File: config.mk
export PLATFORM = sky130hd
export DESIGN_NAME = three_wheel_speed_mixer
export DESIGN_NICKNAME = d
export VERILOG_FILES = /design/src/design/tws_pkg.sv /design/src/design/tws_accum.sv /design/src/design/tws_mix.sv /design/src/design/three_wheel_speed_mixer.sv
export SDC_FILE = /design/constraint.sdc
export NUM_CORES = 2
export LEC_CHECK = 0
export BUFFER_PORTS_ARGS = -buffer_cell sky130_fd_sc_hd__buf_2
export CORE_MARGIN = 2
export CORE_UTILIZATION = 50
export CTS_BUF_LIST = sky130_fd_sc_hd__clkbuf_8
export DETAILED_ROUTE_END_ITERATION = 8
export PLACE_DENSITY = 0.66
export SYNTH_ARGS = -nofsm -noshare
export SYNTH_HDL_FRONTEND = slang
export SYNTH_SLANG_ARGS = --single-unit
File: constraint.sdc
create_clock -name clk_i -period 7.63 [get_ports clk_i]
set_input_delay 0.3815 -clock clk_i [delete_from_list [all_inputs] [get_ports clk_i]]
set_output_delay 0.3815 -clock clk_i [all_outputs]
set_load 0.02 [all_outputs]
File: src/design/tws_pkg.sv
// ----------------------------------------------------------------------------
// tws_pkg
// Shared types, constants and saturation helper of the three-wheel mixer.
// ----------------------------------------------------------------------------
`default_nettype none

package tws_pkg;

  // Operating modes
  typedef enum logic [1:0] {
    MODE_STABILIZED = 2'd0,
    MODE_POSITION   = 2'd1,
    MODE_DEVELOPER  = 2'd2,
    MODE_UNKNOWN    = 2'd3
  } tws_mode_e;

  // Configuration register indexes
  localparam logic CFG_SUM_LIMIT   = 1'b0;
  localparam logic CFG_MOTOR_LIMIT = 1'b1;

  localparam int unsigned LIMIT_W = 15;

  localparam logic [LIMIT_W-1:0] SUM_LIMIT_RST   = 15'd20480;  // 80.0
  localparam logic [LIMIT_W-1:0] MOTOR_LIMIT_RST = 15'd25600;  // 100.0

  // Mixing matrix, Q2.14
  localparam logic signed [31:0] COEF_A = 32'sd13378;
  localparam logic signed [31:0] COEF_B = 32'sd9459;
  localparam logic signed [31:0] COEF_C = 32'sd6689;
  localparam logic signed [31:0] COEF_D = 32'sd11585;

  typedef struct packed {
    logic               armed;
    tws_mode_e          mode;
    logic signed [15:0] roll_command;
    logic signed [15:0] pitch_command;
    logic signed [15:0] yaw_command;
  } tws_in_t;

  typedef struct packed {
    logic signed [15:0] motor_one;
    logic signed [15:0] motor_two;
    logic signed [15:0] motor_three;
  } tws_out_t;

  // Vector entering the matrix; negated roll needs 17 bits
  typedef struct packed {
    logic signed [16:0] neg_roll;
    logic signed [16:0] pitch;
    logic signed [16:0] yaw;
  } tws_vec_t;

  // Stage load enables
  typedef struct packed {
    logic accept;     // input word taken
    logic load_prod;  // product stage loads
    logic load_out;   // output stage loads
  } tws_pipe_t;

  // Symmetric saturation to +-lim; result always fits 16 bits
  function automatic logic signed [15:0] sat_sym(input logic signed [17:0] v,
                                                 input logic [LIMIT_W-1:0] lim);
    logic signed [17:0] hi;
    logic signed [17:0] lo;
    logic signed [17:0] r;
    hi = signed'({3'b000, lim});
    lo = -hi;
    if (v > hi) begin
      r = hi;
    end else if (v < lo) begin
      r = lo;
    end else begin
      r = v;
    end
    return r[15:0];
  endfunction

endpackage

`default_nettype wire

File: src/design/tws_accum.sv
// ----------------------------------------------------------------------------
// tws_accum
// Running axis sums and selection of the vector that enters the mixer.
// ----------------------------------------------------------------------------
`default_nettype none

module tws_accum import tws_pkg::*; (
  input  wire logic               clk_i,
  input  wire logic               rst_ni,
  input  wire tws_pipe_t          pipe_i,
  input  wire tws_in_t            in_i,
  input  wire logic [LIMIT_W-1:0] sum_limit_i,
  output tws_vec_t                vec_o
);

  logic signed [15:0] roll_sum_q, pitch_sum_q, yaw_sum_q;
  logic signed [15:0] roll_sum_d, pitch_sum_d, yaw_sum_d;
  logic signed [15:0] r_sel, p_sel, y_sel;
  tws_vec_t           vec_q, vec_d;

  always_comb begin
    roll_sum_d  = sat_sym({{2{roll_sum_q[15]}}, roll_sum_q}
                          + {{2{in_i.roll_command[15]}}, in_i.roll_command}, sum_limit_i);
    pitch_sum_d = sat_sym({{2{pitch_sum_q[15]}}, pitch_sum_q}
                          + {{2{in_i.pitch_command[15]}}, in_i.pitch_command}, sum_limit_i);
    yaw_sum_d   = sat_sym({{2{yaw_sum_q[15]}}, yaw_sum_q}
                          + {{2{in_i.yaw_command[15]}}, in_i.yaw_command}, sum_limit_i);

    r_sel = '0;
    p_sel = '0;
    y_sel = '0;
    if (in_i.armed) begin
      unique case (in_i.mode)
        MODE_STABILIZED, MODE_POSITION: begin
          r_sel = in_i.roll_command;
          p_sel = in_i.pitch_command;
          y_sel = in_i.yaw_command;
        end
        MODE_DEVELOPER: begin
          r_sel = roll_sum_d;
          p_sel = pitch_sum_d;
          y_sel = yaw_sum_d;
        end
        default: begin
          r_sel = '0;
          p_sel = '0;
          y_sel = '0;
        end
      endcase
    end

    vec_d.neg_roll = -{r_sel[15], r_sel};
    vec_d.pitch    = {p_sel[15], p_sel};
    vec_d.yaw      = {y_sel[15], y_sel};
  end

  // sums move only for an armed developer-mode word
  always_ff @(posedge clk_i or negedge rst_ni) begin
    if (!rst_ni) begin
      roll_sum_q  <= '0;
      pitch_sum_q <= '0;
      yaw_sum_q   <= '0;
    end else if (pipe_i.accept && in_i.armed && (in_i.mode == MODE_DEVELOPER)) begin
      roll_sum_q  <= roll_sum_d;
      pitch_sum_q <= pitch_sum_d;
      yaw_sum_q   <= yaw_sum_d;
    end
  end

  always_ff @(posedge clk_i) begin
    if (pipe_i.accept) begin
      vec_q <= vec_d;
    end
  end

  assign vec_o = vec_q;

endmodule

`default_nettype wire

File: src/design/tws_mix.sv
// ----------------------------------------------------------------------------
// tws_mix
// Matrix products, row sums, floor to Q8.8 and speed saturation.
// ----------------------------------------------------------------------------
`default_nettype none

module tws_mix import tws_pkg::*; (
  input  wire logic               clk_i,
  input  wire tws_pipe_t          pipe_i,
  input  wire tws_vec_t           vec_i,
  input  wire logic [LIMIT_W-1:0] motor_limit_i,
  output tws_out_t                out_o
);

  // distinct products; rows share them with signs
  logic signed [31:0] pa_q, pb_q, pc_q, pd_q;
  logic signed [31:0] row1, row2, row3;
  tws_out_t           out_q, out_d;

  always_ff @(posedge clk_i) begin
    if (pipe_i.load_prod) begin
      pa_q <= 32'(vec_i.neg_roll) * COEF_A;
      pb_q <= 32'(vec_i.yaw) * COEF_B;
      pc_q <= 32'(vec_i.neg_roll) * COEF_C;
      pd_q <= 32'(vec_i.pitch) * COEF_D;
    end
  end

  always_comb begin
    row1 = pa_q - pb_q;
    row2 = pd_q - pc_q - pb_q;
    row3 = -pd_q - pc_q - pb_q;
    // upper bits are the floor of the Q.22 sum over 2^14
    out_d.motor_one   = sat_sym(row1[31:14], motor_limit_i);
    out_d.motor_two   = sat_sym(row2[31:14], motor_limit_i);
    out_d.motor_three = sat_sym(row3[31:14], motor_limit_i);
  end

  always_ff @(posedge clk_i) begin
    if (pipe_i.load_out) begin
      out_q <= out_d;
    end
  end

  assign out_o = out_q;

endmodule

`default_nettype wire

File: src/design/three_wheel_speed_mixer.sv
// ----------------------------------------------------------------------------
// three_wheel_speed_mixer
// Three-wheel omni motor mixing matrix with developer-mode axis accumulators.
// ----------------------------------------------------------------------------
// Takes one command word per cycle while the output side is not stalled and
// returns one speed word per command, in order. Three register stages lie
// between command and speed word: the selected vector (where the developer-mode
// running sums are updated at acceptance), the four matrix products, and the
// saturated speeds. Each stage refills as it drains, so a waiting result does
// not stop input while an earlier stage is empty. Limits are written through
// cfg_we_i / cfg_addr_i / cfg_wdata_i and must only change while no word is
// in flight.
// ----------------------------------------------------------------------------
`default_nettype none

module three_wheel_speed_mixer import tws_pkg::*; (
  input  wire logic               clk_i,
  input  wire logic               rst_ni,
  // configuration writes
  input  wire logic               cfg_we_i,
  input  wire logic               cfg_addr_i,
  input  wire logic [LIMIT_W-1:0] cfg_wdata_i,
  // command channel
  input  wire logic               in_valid_i,
  output logic                    in_ready_o,
  input  wire tws_in_t            in_data_i,
  // speed channel
  output logic                    out_valid_o,
  input  wire logic               out_ready_i,
  output tws_out_t                out_data_o
);

  logic [LIMIT_W-1:0] sum_limit_q, motor_limit_q;
  logic               vec_vld_q, prod_vld_q, out_vld_q;
  logic               rdy_vec, rdy_prod, rdy_out;
  tws_pipe_t          pipe;
  tws_vec_t           vec;

  // limit registers
  always_ff @(posedge clk_i or negedge rst_ni) begin
    if (!rst_ni) begin
      sum_limit_q   <= SUM_LIMIT_RST;
      motor_limit_q <= MOTOR_LIMIT_RST;
    end else if (cfg_we_i) begin
      unique case (cfg_addr_i)
        CFG_SUM_LIMIT:   sum_limit_q   <= cfg_wdata_i;
        CFG_MOTOR_LIMIT: motor_limit_q <= cfg_wdata_i;
        default: ;
      endcase
    end
  end

  // a stage can load when empty or when its content moves on this cycle
  assign rdy_out  = !out_vld_q || out_ready_i;
  assign rdy_prod = !prod_vld_q || rdy_out;
  assign rdy_vec  = !vec_vld_q || rdy_prod;

  assign pipe.accept    = in_valid_i && rdy_vec;
  assign pipe.load_prod = vec_vld_q && rdy_prod;
  assign pipe.load_out  = prod_vld_q && rdy_out;

  always_ff @(posedge clk_i or negedge rst_ni) begin
    if (!rst_ni) begin
      vec_vld_q  <= 1'b0;
      prod_vld_q <= 1'b0;
      out_vld_q  <= 1'b0;
    end else begin
      if (rdy_vec)  vec_vld_q  <= in_valid_i;
      if (rdy_prod) prod_vld_q <= vec_vld_q;
      if (rdy_out)  out_vld_q  <= prod_vld_q;
    end
  end

  tws_accum u_accum (
    .clk_i       (clk_i),
    .rst_ni      (rst_ni),
    .pipe_i      (pipe),
    .in_i        (in_data_i),
    .sum_limit_i (sum_limit_q),
    .vec_o       (vec)
  );

  tws_mix u_mix (
    .clk_i         (clk_i),
    .pipe_i        (pipe),
    .vec_i         (vec),
    .motor_limit_i (motor_limit_q),
    .out_o         (out_data_o)
  );

  assign in_ready_o  = rdy_vec;
  assign out_valid_o = out_vld_q;

endmodule

`default_nettype wire

==> reports/summary.txt <==
status = complete, no violations
Critical Path AT = 7340 ps
die area = 72970 µm²
Post-synth ARST share = 0.2989
largest area contributor in the netlist = ha_1
Fin Clk Skew = 62.75 ps
Synth Area in XOR/XNOR = 0.05144
Post-synth EDFFs = 190
Tightest Hold Check Type = input pin to flip-flop
# IOs = 122
setup TNS = 0 ps
Top delay family on crit path = compound AO/OA/AOI/OAI gates
Synth warnings = 0
CP max stage delay = 860 ps
Reg area = 7739 µm²
slowest CP cell = o21a_1
Die Ht = 270.1 µm
final setup fails = 0
Final period util = 0.9086
H-tree depth = 2
FILL cells = 6411
CP bufs+invs = 1
multi-input logic area = 25130 µm²
CTS buffer count = 53
Chip Width = 270.1 µm
CTS tree = done
fin nets = 4781
CP Class = flip-flop to flip-flop
initial antenna violation count = 2
number of global-route vias before repair = 26430
total core area = 70030 µm²
layout cells sized above 1 = 0.09455
CP cell instances = fa_1, inv_1, ha_1, ha_1, a211o_1, a211o_1, o211ai_1, a21oi_1, o311ai_1, a21boi_1, or2_2, a21oi_1, xnor2_1, ha_1, and3_1, nand3_1, o21ai_0, a21o_1, a21oi_1, o21ai_0, o21a_1, mux2_2, a22o_1
Slew Limit Fails = 0
Yosys reg bits = 271
router iterations before antenna repair = 5
Layout area overhead = 8.603%
via total after detailed routing = 26190
most numerous cell in the Yosys netlist = ha_1
Hold WS = 55.56 ps
post-DR wirelength/cell = 19.61 µm
IO Port Bufs = 121
post-CTS sizing = 0
Clock transition at path regs = 60 ps
vias per cell = 5.504
post-synthesis compound-gate area fraction = 0.1447
largest net degree at the start of global routing = 72
drc violations = 0
max_slew headroom = 0.2783
Rows = 97
area share of the largest cell type after synthesis = 0.2402
syn avg cell area = 9.753 µm²
antenna viol nets, final = 0
Syn Inst Count = 3631
mux share of post-synthesis cell area = 0.03646
Max Root-Sink Buffers = 3
Simple-Gate Fraction of Synth Area = 0.09137
Least-Margin Pin Slew = 1083 ps
top_reg_cell synth = edfxtp_1
Num Clock Sinks = 271
DR iter-0 viols = 1533
main combinational cell family by area after synthesis = adder cells
routability cong. = 0.9509
max frequency = 144.2 MHz
Syn Nets = 4638
Netlist cell types = 99
DP Wirelength = 78160 µm
Post-synth top cells = ha_1, inv_1, fa_1, o21ai_0, edfxtp_1
Startpoint Class = flip-flop
sequential share of the synthesized area = 0.2185
Finished Layout Cells = 4759
crit path capture type = flip-flop
Final Hold Violating Endpoints = 0
Min Clock Period, post-route = 6933 ps
total global-route track usage = 0.2574
first-pass GRT wire length = 146900 µm
Clock Tree Root = clkbuf_8
Syn Std Cell Area = 35410 µm²
critical path required time = 8040 ps
CP max FO = 23
clock latency on the worst-skew pair = 670 ps
global route overflow = 0
top cells by area, synth = ha_1, edfxtp_1, fa_1
RSZ-0062 raised after global routing = no
adder-cell share of the synthesized area = 0.3844
Initial Utilization = 0.5057
max cap viols = 0
Routed WL = 93310 µm
placed insts = 4641
Post-CTS Setup Bufs = 0
## registers in the layout, summed over array words and instances (netlist names)
signal               flops
u_accum.vec_o           49
u_mix.out_o             48
u_mix.pb_q              31
u_mix.pc_q              31
u_mix.pd_q              31
u_accum.pitch_sum_q     16
u_accum.roll_sum_q      16
u_accum.yaw_sum_q       16
motor_limit_q           15
sum_limit_q             15
out_valid_o              1
prod_vld_q               1
vec_vld_q                1
## layout by cell type (no fill, tap or decap), drive strengths merged, types with 12 or more instances in the layout
master	count
a22o	27
mux2	56
nor2	143
nand2	145
o21bai	31
a22oi	19
a211oi	23
xor2	52
o21ai	217
dfrtp	76
or3	23
fa	255
o31ai	19
a21o	83
edfxtp	190
or2	16
a21oi	187
a31oi	15
xnor2	156
and2	28
a221oi	12
o21a	53
nand4	30
nand3	32
mux2i	66
clkinv	15
inv	616
dlygate4sd3	18
nor2b	53
buf	150
and3	14
o211ai	19
ha	680
nor3	74
clkbuf	56
nand2b	42
## worst paths after layout
check | cells past startpoint | slack, ps | end | start
min | 2 | 60 | u_accum.vec_o[25] | in_data_i[24]
max reg2reg | 23 | 700 | u_mix.out_o[12] | u_mix.pd_q[9]
min reg2reg | 2 | 490 | u_accum.roll_sum_q[13] | u_accum.roll_sum_q[13]
max in group asynchronous | 3 | 6300 | prod_vld_q | rst_ni
min in group asynchronous | 2 | 100 | u_accum.roll_sum_q[5] | rst_ni
max | 23 | 700 | u_mix.out_o[12] | u_mix.pd_q[9]
## cells by family (layout without fill, tap and decap cells)
kind of cell	count (synthesis)	in the layout
AO/OA/AOI/OAI	785	785
multiplexers	122	122
AND/OR/NAND/NOR	632	632
flip-flops	271	271
XOR/XNOR	208	208
adder cells (fa/ha/maj)	935	935
other	0	1
buffers and inverters	678	865
## routing by layer
layer | GRT usage | vias up | wire length (µm)
met5 | 0 | - | 0
li1 | - | 12930 | -
met4 | 0.09298 | 0 | 3549
met3 | 0.02569 | 195 | 3486
met2 | 0.4634 | 528 | 46710
met1 | 0.3190 | 12540 | 39570
## per-stage QoR
stage	util	setup slack (ps)	cell area, µm²
6_report	0.5492	697.3	38460
5_1_grt	0.5492	288.7	38460
4_1_cts	0.5492	701.7	38460
3_5_place_dp	0.5299	703.8	37110
3_3_place_gp	0.5299	707.2	37110
2_1_floorplan	-	1378	35410
## layout make-up
class / count / area share
clock buffer: 56 / 0.02004
sequential: 271 / 0.2012
clock inverter: 43 / 0.01031
tap: 940 / 0.03058
timing repair buffer: 168 / 0.02616
inverter: 598 / 0.05836
multi-input combinational: 2682 / 0.6533
antenna: 1 / 0.00006506
## what timing repair did
| action | 4_1_cts | 5_1_grt |
|---|---|---|
| hold buffers | 18 | 0 |
| endpoints found under the setup margin | 0 | 0 |
| endpoints found under the hold margin | 36 | 0 |
Power is left out: the tool's default activity adds up to more than one toggle a clock period on the data nets, which glitch-free logic cannot reach.
